File: src/rtl/ssm_pkg.sv
// ----------------------------------------------------------------------------
// Spaced seed matcher package
// Shared constants, configuration types and the base decoder.
// ----------------------------------------------------------------------------
`timescale 1ns / 1ps

package ssm_pkg;

  localparam int unsigned WINDOW_BITS   = 24;
  localparam int unsigned POSITION_BITS = 20;
  localparam int unsigned SEED_BITS     = 24;
  localparam int unsigned CODE_BITS     = 2;
  localparam int unsigned SYMBOL_BITS   = 8;
  localparam int unsigned APB_ADDR_BITS = 5;
  localparam int unsigned APB_DATA_BITS = 32;
  localparam int unsigned FIFO_DEPTH    = 4;

  // ASCII characters of the four bases.
  localparam logic [SYMBOL_BITS-1:0] SYM_A_UP = 8'h41;
  localparam logic [SYMBOL_BITS-1:0] SYM_T_UP = 8'h54;
  localparam logic [SYMBOL_BITS-1:0] SYM_C_UP = 8'h43;
  localparam logic [SYMBOL_BITS-1:0] SYM_G_UP = 8'h47;
  localparam logic [SYMBOL_BITS-1:0] SYM_A_LO = 8'h61;
  localparam logic [SYMBOL_BITS-1:0] SYM_T_LO = 8'h74;
  localparam logic [SYMBOL_BITS-1:0] SYM_C_LO = 8'h63;
  localparam logic [SYMBOL_BITS-1:0] SYM_G_LO = 8'h67;

  typedef enum logic [2:0] {
    REG_CODE_A     = 3'd0,
    REG_CODE_T     = 3'd1,
    REG_CODE_C     = 3'd2,
    REG_CODE_G     = 3'd3,
    REG_SEED_MASK  = 3'd4,
    REG_SEED_VALUE = 3'd5
  } ssm_reg_e;

  typedef struct packed {
    logic [CODE_BITS-1:0] code_a;
    logic [CODE_BITS-1:0] code_t;
    logic [CODE_BITS-1:0] code_c;
    logic [CODE_BITS-1:0] code_g;
    logic [SEED_BITS-1:0] seed_mask;
    logic [SEED_BITS-1:0] seed_value;
  } ssm_cfg_t;

  typedef struct packed {
    logic                 is_base;
    logic [CODE_BITS-1:0] code;
  } ssm_base_t;

  function automatic ssm_base_t decode_symbol(input logic [SYMBOL_BITS-1:0] sym,
                                              input ssm_cfg_t cfg);
    ssm_base_t res;
    res.is_base = 1'b1;
    res.code    = '0;
    case (sym) inside
      SYM_A_UP, SYM_A_LO: res.code = cfg.code_a;
      SYM_T_UP, SYM_T_LO: res.code = cfg.code_t;
      SYM_C_UP, SYM_C_LO: res.code = cfg.code_c;
      SYM_G_UP, SYM_G_LO: res.code = cfg.code_g;
      default:            res.is_base = 1'b0;
    endcase
    return res;
  endfunction

endpackage

File: src/rtl/spaced_seed_matcher.sv
// ----------------------------------------------------------------------------
// Spaced seed matcher
// Datapath: each accepted character is held in the input register, its hits are
// written into the output queue when it has room and are offered from there.
// Throughput: one character per cycle while the output queue has room; the output
// sends at most one word per cycle, so bases that each give two hits can hold back input.
// Reset clears window, bit count and queue; registers return to their defaults.
// ----------------------------------------------------------------------------
`timescale 1ns / 1ps

module spaced_seed_matcher #(
  parameter int unsigned WindowBits   = ssm_pkg::WINDOW_BITS,
  parameter int unsigned PositionBits = ssm_pkg::POSITION_BITS
) (
  input  logic                                  clk_i,
  input  logic                                  rst_ni,
  // Input stream.
  input  logic                                  s_axis_tvalid,
  output logic                                  s_axis_tready,
  input  logic [ssm_pkg::SYMBOL_BITS-1:0]       s_axis_tdata,  // [7:0] symbol
  input  logic                                  s_axis_tuser,  // [0] first
  // Result stream.
  output logic                                  m_axis_tvalid,
  input  logic                                  m_axis_tready,
  output logic [((PositionBits+7)/8)*8-1:0]     m_axis_tdata,  // position, zero filled
  output logic                                  m_axis_tlast,  // last_of_run
  // Configuration port.
  input  logic                                  psel,
  input  logic                                  penable,
  input  logic                                  pwrite,
  input  logic [ssm_pkg::APB_ADDR_BITS-1:0]     paddr,
  input  logic [ssm_pkg::APB_DATA_BITS-1:0]     pwdata,
  output logic [ssm_pkg::APB_DATA_BITS-1:0]     prdata,
  output logic                                  pready
);
  import ssm_pkg::*;

  localparam int unsigned OutBits = ((PositionBits + 7) / 8) * 8;

  ssm_cfg_t              cfg;
  logic                  room;
  logic [1:0]            push_cnt;
  logic [PositionBits:0] push_a, push_b, out_word;

  ssm_cfg_regs u_cfg (
    .clk_i   (clk_i),
    .rst_ni  (rst_ni),
    .psel    (psel),
    .penable (penable),
    .pwrite  (pwrite),
    .paddr   (paddr),
    .pwdata  (pwdata),
    .prdata  (prdata),
    .pready  (pready),
    .cfg_o   (cfg)
  );

  ssm_core #(
    .WindowBits   (WindowBits),
    .PositionBits (PositionBits)
  ) u_core (
    .clk_i      (clk_i),
    .rst_ni     (rst_ni),
    .cfg_i      (cfg),
    .in_valid_i (s_axis_tvalid),
    .in_ready_o (s_axis_tready),
    .symbol_i   (s_axis_tdata),
    .first_i    (s_axis_tuser),
    .room_i     (room),
    .push_cnt_o (push_cnt),
    .push_a_o   (push_a),
    .push_b_o   (push_b)
  );

  ssm_out_fifo #(
    .PositionBits (PositionBits)
  ) u_fifo (
    .clk_i       (clk_i),
    .rst_ni      (rst_ni),
    .push_cnt_i  (push_cnt),
    .push_a_i    (push_a),
    .push_b_i    (push_b),
    .room_o      (room),
    .out_valid_o (m_axis_tvalid),
    .out_ready_i (m_axis_tready),
    .out_data_o  (out_word)
  );

  assign m_axis_tdata = OutBits'(out_word[PositionBits-1:0]);
  assign m_axis_tlast = out_word[PositionBits];

endmodule

File: src/rtl/ssm_cfg_regs.sv
// ----------------------------------------------------------------------------
// Spaced seed matcher configuration registers
// APB register file holding the base codes and the seed mask and value.
// ----------------------------------------------------------------------------
`timescale 1ns / 1ps

module ssm_cfg_regs (
  input  logic                                clk_i,
  input  logic                                rst_ni,
  input  logic                                psel,
  input  logic                                penable,
  input  logic                                pwrite,
  input  logic [ssm_pkg::APB_ADDR_BITS-1:0]   paddr,
  input  logic [ssm_pkg::APB_DATA_BITS-1:0]   pwdata,
  output logic [ssm_pkg::APB_DATA_BITS-1:0]   prdata,
  output logic                                pready,
  output ssm_pkg::ssm_cfg_t                   cfg_o
);
  import ssm_pkg::*;

  ssm_cfg_t cfg_q, cfg_d;
  ssm_reg_e reg_sel;
  logic     wr_en;

  assign pready  = 1'b1;
  assign wr_en   = psel & penable & pwrite;
  assign reg_sel = ssm_reg_e'(paddr[4:2]);

  always_comb begin
    cfg_d = cfg_q;
    if (wr_en) begin
      unique case (reg_sel)
        REG_CODE_A:     cfg_d.code_a     = pwdata[CODE_BITS-1:0];
        REG_CODE_T:     cfg_d.code_t     = pwdata[CODE_BITS-1:0];
        REG_CODE_C:     cfg_d.code_c     = pwdata[CODE_BITS-1:0];
        REG_CODE_G:     cfg_d.code_g     = pwdata[CODE_BITS-1:0];
        REG_SEED_MASK:  cfg_d.seed_mask  = pwdata[SEED_BITS-1:0];
        REG_SEED_VALUE: cfg_d.seed_value = pwdata[SEED_BITS-1:0];
        default:        cfg_d = cfg_q;
      endcase
    end
  end

  always_comb begin
    unique case (reg_sel)
      REG_CODE_A:     prdata = APB_DATA_BITS'(cfg_q.code_a);
      REG_CODE_T:     prdata = APB_DATA_BITS'(cfg_q.code_t);
      REG_CODE_C:     prdata = APB_DATA_BITS'(cfg_q.code_c);
      REG_CODE_G:     prdata = APB_DATA_BITS'(cfg_q.code_g);
      REG_SEED_MASK:  prdata = APB_DATA_BITS'(cfg_q.seed_mask);
      REG_SEED_VALUE: prdata = APB_DATA_BITS'(cfg_q.seed_value);
      default:        prdata = '0;
    endcase
  end

  always_ff @(posedge clk_i or negedge rst_ni) begin
    if (!rst_ni) begin
      cfg_q.code_a     <= 2'd0;
      cfg_q.code_t     <= 2'd1;
      cfg_q.code_c     <= 2'd2;
      cfg_q.code_g     <= 2'd3;
      cfg_q.seed_mask  <= '0;
      cfg_q.seed_value <= '0;
    end else begin
      cfg_q <= cfg_d;
    end
  end

  assign cfg_o = cfg_q;

endmodule

File: src/rtl/ssm_core.sv
// ----------------------------------------------------------------------------
// Spaced seed matcher core
// Input register, window and bit count, and the two per-base seed compares.
// ----------------------------------------------------------------------------
`timescale 1ns / 1ps

module ssm_core #(
  parameter int unsigned WindowBits   = ssm_pkg::WINDOW_BITS,
  parameter int unsigned PositionBits = ssm_pkg::POSITION_BITS
) (
  input  logic                                clk_i,
  input  logic                                rst_ni,
  input  ssm_pkg::ssm_cfg_t                   cfg_i,
  input  logic                                in_valid_i,
  output logic                                in_ready_o,
  input  logic [ssm_pkg::SYMBOL_BITS-1:0]     symbol_i,
  input  logic                                first_i,
  input  logic                                room_i,
  output logic [1:0]                          push_cnt_o,
  output logic [PositionBits:0]               push_a_o,
  output logic [PositionBits:0]               push_b_o
);
  import ssm_pkg::*;

  localparam int unsigned CmpBits  = (WindowBits > SEED_BITS) ? WindowBits : SEED_BITS;
  localparam longint unsigned LimitVal =
      ((64'd1 << PositionBits) - 64'd1) + 64'(WindowBits);
  localparam int unsigned SeenBits = $clog2(LimitVal + 64'd1);
  localparam logic [SeenBits-1:0] SeenLimit = SeenBits'(LimitVal);
  localparam logic [SeenBits-1:0] WinCount  = SeenBits'(WindowBits);

  logic                   valid_q, valid_d;
  logic [SYMBOL_BITS-1:0] symbol_q;
  logic                   first_q;
  logic [WindowBits-1:0]  window_q, window_d;
  logic [SeenBits-1:0]    seen_q, seen_d;

  ssm_base_t              base;
  logic                   fire;
  logic [WindowBits-1:0]  win0, win1, win2;
  logic [SeenBits-1:0]    seen0, seen1, seen2;
  logic                   en0, en1, hit0, hit1;
  logic [PositionBits-1:0] pos0, pos1;

  function automatic logic seed_match(input logic [WindowBits-1:0] win,
                                      input ssm_cfg_t cfg);
    logic [CmpBits-1:0] w_x, m_x, v_x;
    w_x = CmpBits'(win);
    m_x = CmpBits'(cfg.seed_mask);
    v_x = CmpBits'(cfg.seed_value);
    return (w_x & m_x) == v_x;
  endfunction

  assign fire       = valid_q & room_i;
  assign in_ready_o = ~valid_q | room_i;
  assign valid_d    = (in_valid_i & in_ready_o) | (valid_q & ~room_i);

  // Both code bits go through the window in the same cycle, low bit first.
  always_comb begin
    base  = decode_symbol(symbol_q, cfg_i);
    win0  = first_q ? '0 : window_q;
    seen0 = first_q ? '0 : seen_q;

    en0  = base.is_base & (seen0 < SeenLimit);
    win1 = en0 ? {base.code[0], win0[WindowBits-1:1]} : win0;
    seen1 = en0 ? seen0 + SeenBits'(1) : seen0;
    hit0 = en0 & (seen1 >= WinCount) & seed_match(win1, cfg_i);
    pos0 = PositionBits'(seen1 - WinCount);

    en1  = base.is_base & (seen1 < SeenLimit);
    win2 = en1 ? {base.code[1], win1[WindowBits-1:1]} : win1;
    seen2 = en1 ? seen1 + SeenBits'(1) : seen1;
    hit1 = en1 & (seen2 >= WinCount) & seed_match(win2, cfg_i);
    pos1 = PositionBits'(seen2 - WinCount);

    window_d = fire ? win2 : window_q;
    seen_d   = fire ? seen2 : seen_q;

    push_cnt_o = fire ? (2'(hit0) + 2'(hit1)) : 2'd0;
    push_a_o   = hit0 ? {~hit1, pos0} : {1'b1, pos1};
    push_b_o   = {1'b1, pos1};
  end

  always_ff @(posedge clk_i or negedge rst_ni) begin
    if (!rst_ni) begin
      valid_q  <= 1'b0;
      window_q <= '0;
      seen_q   <= '0;
    end else begin
      valid_q  <= valid_d;
      window_q <= window_d;
      seen_q   <= seen_d;
    end
  end

  always_ff @(posedge clk_i) begin
    if (in_valid_i && in_ready_o) begin
      symbol_q <= symbol_i;
      first_q  <= first_i;
    end
  end

`ifndef SYNTH
  a_seen_bound: assert property (@(posedge clk_i) disable iff (!rst_ni)
    seen_q <= SeenLimit)
    else $error("bit count passed its saturation limit");

  a_double_hit_adjacent: assert property (@(posedge clk_i) disable iff (!rst_ni)
    (valid_q && hit0 && hit1) |-> (pos1 == pos0 + PositionBits'(1)))
    else $error("two hits of one base are not at adjacent positions");

  a_hit_needs_base: assert property (@(posedge clk_i) disable iff (!rst_ni)
    (valid_q && (hit0 || hit1)) |-> base.is_base)
    else $error("hit reported for a dropped character");

  a_no_push_when_full: assert property (@(posedge clk_i) disable iff (!rst_ni)
    (push_cnt_o != 2'd0) |-> room_i)
    else $error("results pushed without room in the output queue");
`endif

endmodule

File: src/rtl/ssm_out_fifo.sv
// ----------------------------------------------------------------------------
// Spaced seed matcher output queue
// Small register queue that takes up to two hits a cycle and sends one when the output is ready.
// ----------------------------------------------------------------------------
`timescale 1ns / 1ps

module ssm_out_fifo #(
  parameter int unsigned PositionBits = ssm_pkg::POSITION_BITS
) (
  input  logic                  clk_i,
  input  logic                  rst_ni,
  input  logic [1:0]            push_cnt_i,
  input  logic [PositionBits:0] push_a_i,
  input  logic [PositionBits:0] push_b_i,
  output logic                  room_o,
  output logic                  out_valid_o,
  input  logic                  out_ready_i,
  output logic [PositionBits:0] out_data_o
);
  import ssm_pkg::*;

  localparam int unsigned PtrBits = $clog2(FIFO_DEPTH);
  localparam int unsigned CntBits = $clog2(FIFO_DEPTH + 1);
  localparam logic [CntBits-1:0] RoomMax = CntBits'(FIFO_DEPTH - 2);

  logic [PositionBits:0] entry_q [FIFO_DEPTH];
  logic [PtrBits-1:0]    wr_ptr_q, wr_ptr_d, rd_ptr_q, rd_ptr_d;
  logic [CntBits-1:0]    count_q, count_d;
  logic                  pop;

  assign out_valid_o = (count_q != '0);
  assign out_data_o  = entry_q[rd_ptr_q];
  assign pop         = out_valid_o & out_ready_i;
  // Room is kept for a two-hit base regardless of this cycle's pop.
  assign room_o      = (count_q <= RoomMax);

  always_comb begin
    wr_ptr_d = wr_ptr_q + PtrBits'(push_cnt_i);
    rd_ptr_d = rd_ptr_q + PtrBits'(pop);
    count_d  = count_q + CntBits'(push_cnt_i) - CntBits'(pop);
  end

  always_ff @(posedge clk_i or negedge rst_ni) begin
    if (!rst_ni) begin
      wr_ptr_q <= '0;
      rd_ptr_q <= '0;
      count_q  <= '0;
    end else begin
      wr_ptr_q <= wr_ptr_d;
      rd_ptr_q <= rd_ptr_d;
      count_q  <= count_d;
    end
  end

  always_ff @(posedge clk_i) begin
    if (push_cnt_i != 2'd0) begin
      entry_q[wr_ptr_q] <= push_a_i;
    end
    if (push_cnt_i == 2'd2) begin
      entry_q[wr_ptr_q + PtrBits'(1)] <= push_b_i;
    end
  end

`ifndef SYNTH
  a_count_bound: assert property (@(posedge clk_i) disable iff (!rst_ni)
    count_q <= CntBits'(FIFO_DEPTH))
    else $error("output queue overflow");

  a_pop_only_drains: assert property (@(posedge clk_i) disable iff (!rst_ni)
    (pop && push_cnt_i == 2'd0) |=> (count_q == $past(count_q) - CntBits'(1)))
    else $error("queue count did not drop after a lone pop");

  a_ptr_gap: assert property (@(posedge clk_i) disable iff (!rst_ni)
    (count_q != CntBits'(FIFO_DEPTH)) |-> (PtrBits'(wr_ptr_q - rd_ptr_q) == PtrBits'(count_q)))
    else $error("queue pointers disagree with the count");
`endif

endmodule
File: config.mk
export PLATFORM = sky130hd
export DESIGN_NAME = spaced_seed_matcher
export DESIGN_NICKNAME = d
export VERILOG_FILES = /design/src/rtl/ssm_pkg.sv /design/src/rtl/spaced_seed_matcher.sv /design/src/rtl/ssm_cfg_regs.sv /design/src/rtl/ssm_core.sv /design/src/rtl/ssm_out_fifo.sv
export SDC_FILE = /design/constraint.sdc
export NUM_CORES = 1
export LEC_CHECK = 0
export BUFFER_PORTS_ARGS = -buffer_cell sky130_fd_sc_hd__buf_2
export CAP_MARGIN = 5
export CELL_PAD_IN_SITES_DETAIL_PLACEMENT = 0
export CELL_PAD_IN_SITES_GLOBAL_PLACEMENT = 2
export CORE_ASPECT_RATIO = 0.7
export CORE_UTILIZATION = 44
export DETAILED_ROUTE_END_ITERATION = 12
export PLACE_DENSITY_LB_ADDON = 0.15
export SYNTH_ARGS = -nofsm -noshare
export SYNTH_HDL_FRONTEND = slang
export SYNTH_HIERARCHICAL = 1
export SYNTH_SLANG_ARGS = --single-unit
File: constraint.sdc
create_clock -name clk_i -period 22.5 [get_ports clk_i]
set_input_delay 2.25 -clock clk_i [delete_from_list [all_inputs] [get_ports clk_i]]
set_output_delay 2.25 -clock clk_i [all_outputs]
set_load 0.02 [all_outputs]
### Word-level counts from Yosys, hierarchy flattened

Memories as Yosys holds them, arrays and structs flattened.
Index checks and enable logic that the tools add are counted.

| cells by class | value |
|---|---|
| $add $sub $neg | 10 |
| multiply operators | 0 |
| div/mod/pow operators | 0 |
| magnitude comparators | 5 |
| eq/ne operators | 16 |
| shifts and indexed selects | 0 |
| mux-type cells | 21 |
| bitwise operators | 19 |
| reduce and logical (&&, ||, !) cells | 14 |

Operators with widths:

| kind | count |
|---|---|
| $pmux 24 s6 | 1 |
| $mux 21 | 4 |
| $mux 24 | 3 |
| $eq 8x7->1 const B | 8 |
| $and 24x24->24 | 2 |
| $eq 24x24->1 | 2 |
| $add 21x1->21 const B | 2 |
| $ge 21x5->1 const B | 2 |
| $lt 21x21->1 const B | 2 |
| $sub 20x5->20 const B | 2 |
| $and 1x1->1 | 12 |
| $reduce_and 2->1 | 6 |
| $mux 2 | 5 |
| $mux 1 | 8 |
| $reduce_or 2->1 | 4 |
| $eq 3x2->1 const B | 2 |
| $eq 3x3->1 const B | 2 |
| $add 3x2->3 | 1 |
| $eq 3x1->1 const B | 1 |
| $le 3x2->1 const B | 1 |
| $logic_not 3->1 | 1 |
| $not 1->1 | 3 |
| $reduce_bool 3->1 | 1 |
| $sub 3x1->3 | 1 |
| 8 further kinds | 9 |

| word-level totals | value |
|---|---|
| flip-flop bits (word level) | 118 |
| latch bits | 0 |
| bits in writable memories | 84 |
| bits in read-only memories | 0 |
| input bits | 53 |
| output and inout bits | 60 |
| word-level logic and storage cells | 100 |
| memories kept | 1 |

Memories:

| name | words | bits a word | rd ports | clocked after memory_dff | wr ports | RTL line | source |
|---|---|---|---|---|---|---|---|
| u_fifo.entry_q | 4 | 21 | 1 | 0 | 2 | ssm_out_fifo.sv:26 | `logic [PositionBits:0] entry_q [FIFO_DEPTH];` |

### Logic depth before layout (Yosys ltp)

| logic depth | value |
|---|---|
| depth after elaboration | 19 |
| mapped depth | 40 |
| depth with buffers taken out | 32 |

### By module

The synthesis kept the hierarchy.

Modules (own cells, without submodules):

| module | instances | cells each | area each (um2) |
|---|---|---|---|
| ssm_core | 1 | 819 | 6256.0 |
| ssm_out_fifo | 1 | 242 | 4678.2 |
| ssm_cfg_regs | 1 | 203 | 2686.3 |
| spaced_seed_matcher | 1 | 5 | 33.8 |

### Least setup slack after synthesis

OpenSTA, ideal clock, no wires.

| path | value |
|---|---|
| path kind | flip-flop to flip-flop |
| start | register u_core.first_q |
| end | memory u_fifo/entry_q[0][0] in the netlist's numbering (enable) |
| arrival time | 8.649 ns |
| setup slack | 13.419 ns |
| stages on the path, launching flop included | 34 |
| period minus slack after synthesis | 9.081 ns |
| cell sequence | edfxtp_1 -> clkbuf_1 -> clkbuf_1 -> buf_1 -> clkbuf_1 -> buf_1 -> nor2b_1 -> ha_1 -> and2_1 -> nand2_1 -> or4_1 -> a21oi_1 -> ha_1 -> o21bai_1 -> or4_1 -> buf_2 -> or4_1 -> buf_2 -> nand2_2 -> buf_2 -> buf_2 -> nand2_1 -> xnor2_1 -> inv_1 -> ha_1 -> nor3_2 -> and2_1 -> o2111ai_2 -> a311oi_1 -> nor3_1 -> ha_1 -> and3_1 -> nor2_1 -> o31ai_1 |

RTL lines:

| item | RTL line | source |
|---|---|---|
| from (decl) | ssm_core.sv:34 | `logic first_q;` |
| from (signal assigned) | ssm_core.sv:99 | `first_q <= first_i;` |
| to (decl) | ssm_out_fifo.sv:26 |  |

==> key figures <==
Logic synthesis
  • Sequential share of the synthesized area: 0.402
  • Number of flops mapped to enable cells by yosys: 92
  • Post-Syn Area: 13700 sq um
  • Yosys warns: 6
  • Top FF cell, synth: dfrtp_1
  • FF+latch count, synth: 201
  • Yosys cell types: 97
  • Mapped Avg Cell Area: 10.8 sq um
  • Post-synthesis instance total: 1269
  • Ys async rst share: 0.542

Critical path
  • Critical path capture point type: register
  • WP depth: 27
  • Crit-path max FO: 27
  • Crit path required time: 22.64 ns
  • CP arrival: 10.34 ns
  • Crit start category: register
  • R2R depth: 27
  • CP most frequent cell: ha_1
  • Crit-path leading delay family: simple AND/OR/NAND/NOR gates
  • CP peak stage delay: 0.89 ns
  • WP buf/inv: 2
  • Crit path max-delay cell type: a21o_1
  • WS Path Type: reg -> reg

CTS
  • CTS root buf: clkbuf_16
  • Total CTS buffers: 22
  • Cts hold-fix bufs: 0
  • Clk pin slew, worst setup/hold paths: 0.07 ns
  • Post-CTS Setup Repair Bufs: 0
  • CTS tree: built
  • # clock sinks: 201
  • H-Tree Depth: 1
  • Resized Gates After CTS: 0
  • Clock Tree Buf Depth: 3
  • Clock insertion delay at the later pin of the skew report: 0.53 ns

STA
  • Max-slew violations: 0
  • Final WS setup: 12.29 ns
  • RSZ-0062 raised after global routing: false
  • Achievable clock frequency: 98.0 MHz
  • Worst slew pin tran: 1.15 ns
  • Tcrit/Tclk final: 0.454
  • Minimum clock period: 10.21 ns
  • Total Neg Setup Slack: 0 ns
  • Hold slack: 0.500 ns
  • Final setup fails: 0
  • Clock Skew: 0.0169 ns
  • Final hold violation count: 0
  • Max-slew headroom: 0.236

Placement
  • Pre-CTS WS: 12.43 ns
  • Port Buffers: 88
  • Placed Area: 14300 sq um
  • Gp weighted congestion: 0.923
  • HPWL Detailed: 28200 microns

Routing
  • Via Count: 10.2k
  • Wire per inst: 22.1 microns
  • Wl on met1: 19600 microns
  • ANT nets after route: 0
  • Met3 wire length: 2990 microns
  • DRC: 0
  • Routed wire length: 38800 microns
  • DR WL met2: 15600 microns
  • DR top layer: met4
  • Initial DRT Pass Iterations: 5
  • Iteration-0 DRC Markers: 723
  • Routed vias/inst: 5.83

Cells and area
  • Commonest cells after routing, fill and taps aside: 126 x mux2_2, 122 x nand2_1, 105 x dfrtp_1, 94 x nor2_1, 92 x edfxtp_1
  • FF/Latch Area: 5500 sq um
  • Share of cells above drive strength 1: 0.277
  • ANT cells: 0
  • Layout Utilization: 0.499
  • Fillers: 2832
  • Post-route cell area: 15100 sq um
  • Area grow syn2layout: 10.4%
  • Final #Nets: 1393
  • Area occupied by multi-input gates: 7610 sq um
  • Commonest non-fill, non-tap cell in the layout: mux2_2

Flow run
  • Max-Cap Viols: 0

Die
  • Core outline area: 30200 sq um
  • IO Pins: 113
  • Die area: 31800 sq um
  • Row Count: 53
  • Die Span Y: 149 microns
  • Initial core utilization: 0.452
  • Die X: 213 microns

Global routing
  • Vias in the first global route: 10.1k
  • Largest net degree at the start of global routing: 77
  • First-pass GRT wire length: 60200 microns
  • Total GRT Usage: 0.249
  • Total gr overflow: 0
  • Antenna violations before repair: 0

Status
  • Status: finished, final reports clean

Power and ir drop
  • Pwr/cell area: 80.0 nW/um^2
  • Total leakage power: 0.00590 uW
  • VDD IR-drop max: 0.0000596 V

Hold path
  • Worst min path class: reg -> reg
  • Worst hold stages: 2
path summary, 6_finish.rpt:
| check | start | to | slack (ns) |
|---|---|---|---|
| hold reg to reg | u_core/window_q[0] | u_core/window_q[0] | 0.50 |
| min in group asynchronous | rst_ni | u_cfg/cfg_o[38] | 1.69 |
| setup / recovery | u_core/seen_q[16] | u_fifo/entry_q[2][1] | 12.29 |
| setup reg to reg | u_core/seen_q[16] | u_fifo/entry_q[2][1] | 12.29 |
| hold / removal | u_core/window_q[0] | u_core/window_q[0] | 0.50 |
| max in group asynchronous | rst_ni | u_core/seen_q[3] | 19.44 |
metal layers:
layer	vias to the layer above	track usage
met5	-	0
met2	303	0.342
li1	4792	-
met3	34	0.0629
met1	5120	0.389
met4	0	0.0424
synthesized netlist by cell type (8+ instances only):
library cell  count  area [sq um]
and2_1            8          50.1
a21oi_1          34           170
xor2_1           31           272
clkbuf_1         27           101
buf_2            20           100
nand2b_1         12          75.1
or4_1             8          60.1
mux2_2          126          1420
and3_1           12          75.1
nor3_1           24           120
o21ai_0          47           235
nand2_1         123           462
ha_1             10           125
mux2i_1          60           601
xnor2_1          61           534
buf_4            22           165
dfrtp_1         105          2630
nor3b_1           9          67.6
mux2_4           39           586
mux4_2           21           473
nand4_1          22           138
a22o_1            8          70.1
o31ai_1          10          75.1
nor4_1           18           113
nor2b_1          13          81.3
buf_6            10           113
nor2_1           95           357
inv_1            33           124
edfxtp_1         92          2760
nand3_1          31           155
power breakdown:
group	total, uW	internal [uW]	leakage [uW]	switching [uW]
sequential	475	426	0.00231	49.3
combinational	354	152	0.00324	202
clock	377	221	0.000354	155
total	1210	799	0.00590	406
cell type report:
cell class                 instances  share of cell area
tap                              412              0.0342
inverter                          33             0.00822
clock buffer                      26              0.0389
timing repair buffer             108              0.0393
multi-input combinational        963               0.505
clock inverter                    14              0.0100
sequential                       201               0.365
logic make-up after synthesis:
group,count (synthesis),share of synthesized area
AND/OR/NAND/NOR,420,0.162
multiplexers,247,0.226
flip-flops,201,0.402
AO/OA/AOI/OAI,179,0.0932
buffers and inverters,115,0.0450
XOR/XNOR,92,0.0590
adder cells (fa/ha/maj),11,0.0106
other,4,0.00110
tightest hold or removal path: cells and delay by family, from the launching register on:
kind,cells,cell delay (ns)
AOI/OAI and AO/OA,1,0.06
DFF,1,0.35
and+or+nand+nor,1,0.05
stage by stage:
stage                     std cells  total power (uW)
after global routing           1757              1260
after global placement         1717               829
after CTS                      1757              1220
final                          1757              1210
after floorplan                1279               733
after detailed placement       1717               834
registers in the layout, indices dropped and copies added, names as in the netlist, 2 cells and up:
name	flops
u_fifo/wr_ptr_q	2
u_core/seen_q	21
u_fifo/count_q	3
u_cfg/cfg_o	56
u_core/window_q	24
u_core/symbol_q	7
u_fifo/rd_ptr_q	2
u_fifo/entry_q	84
No activity file was read; power rests on OpenSTA's default activity.
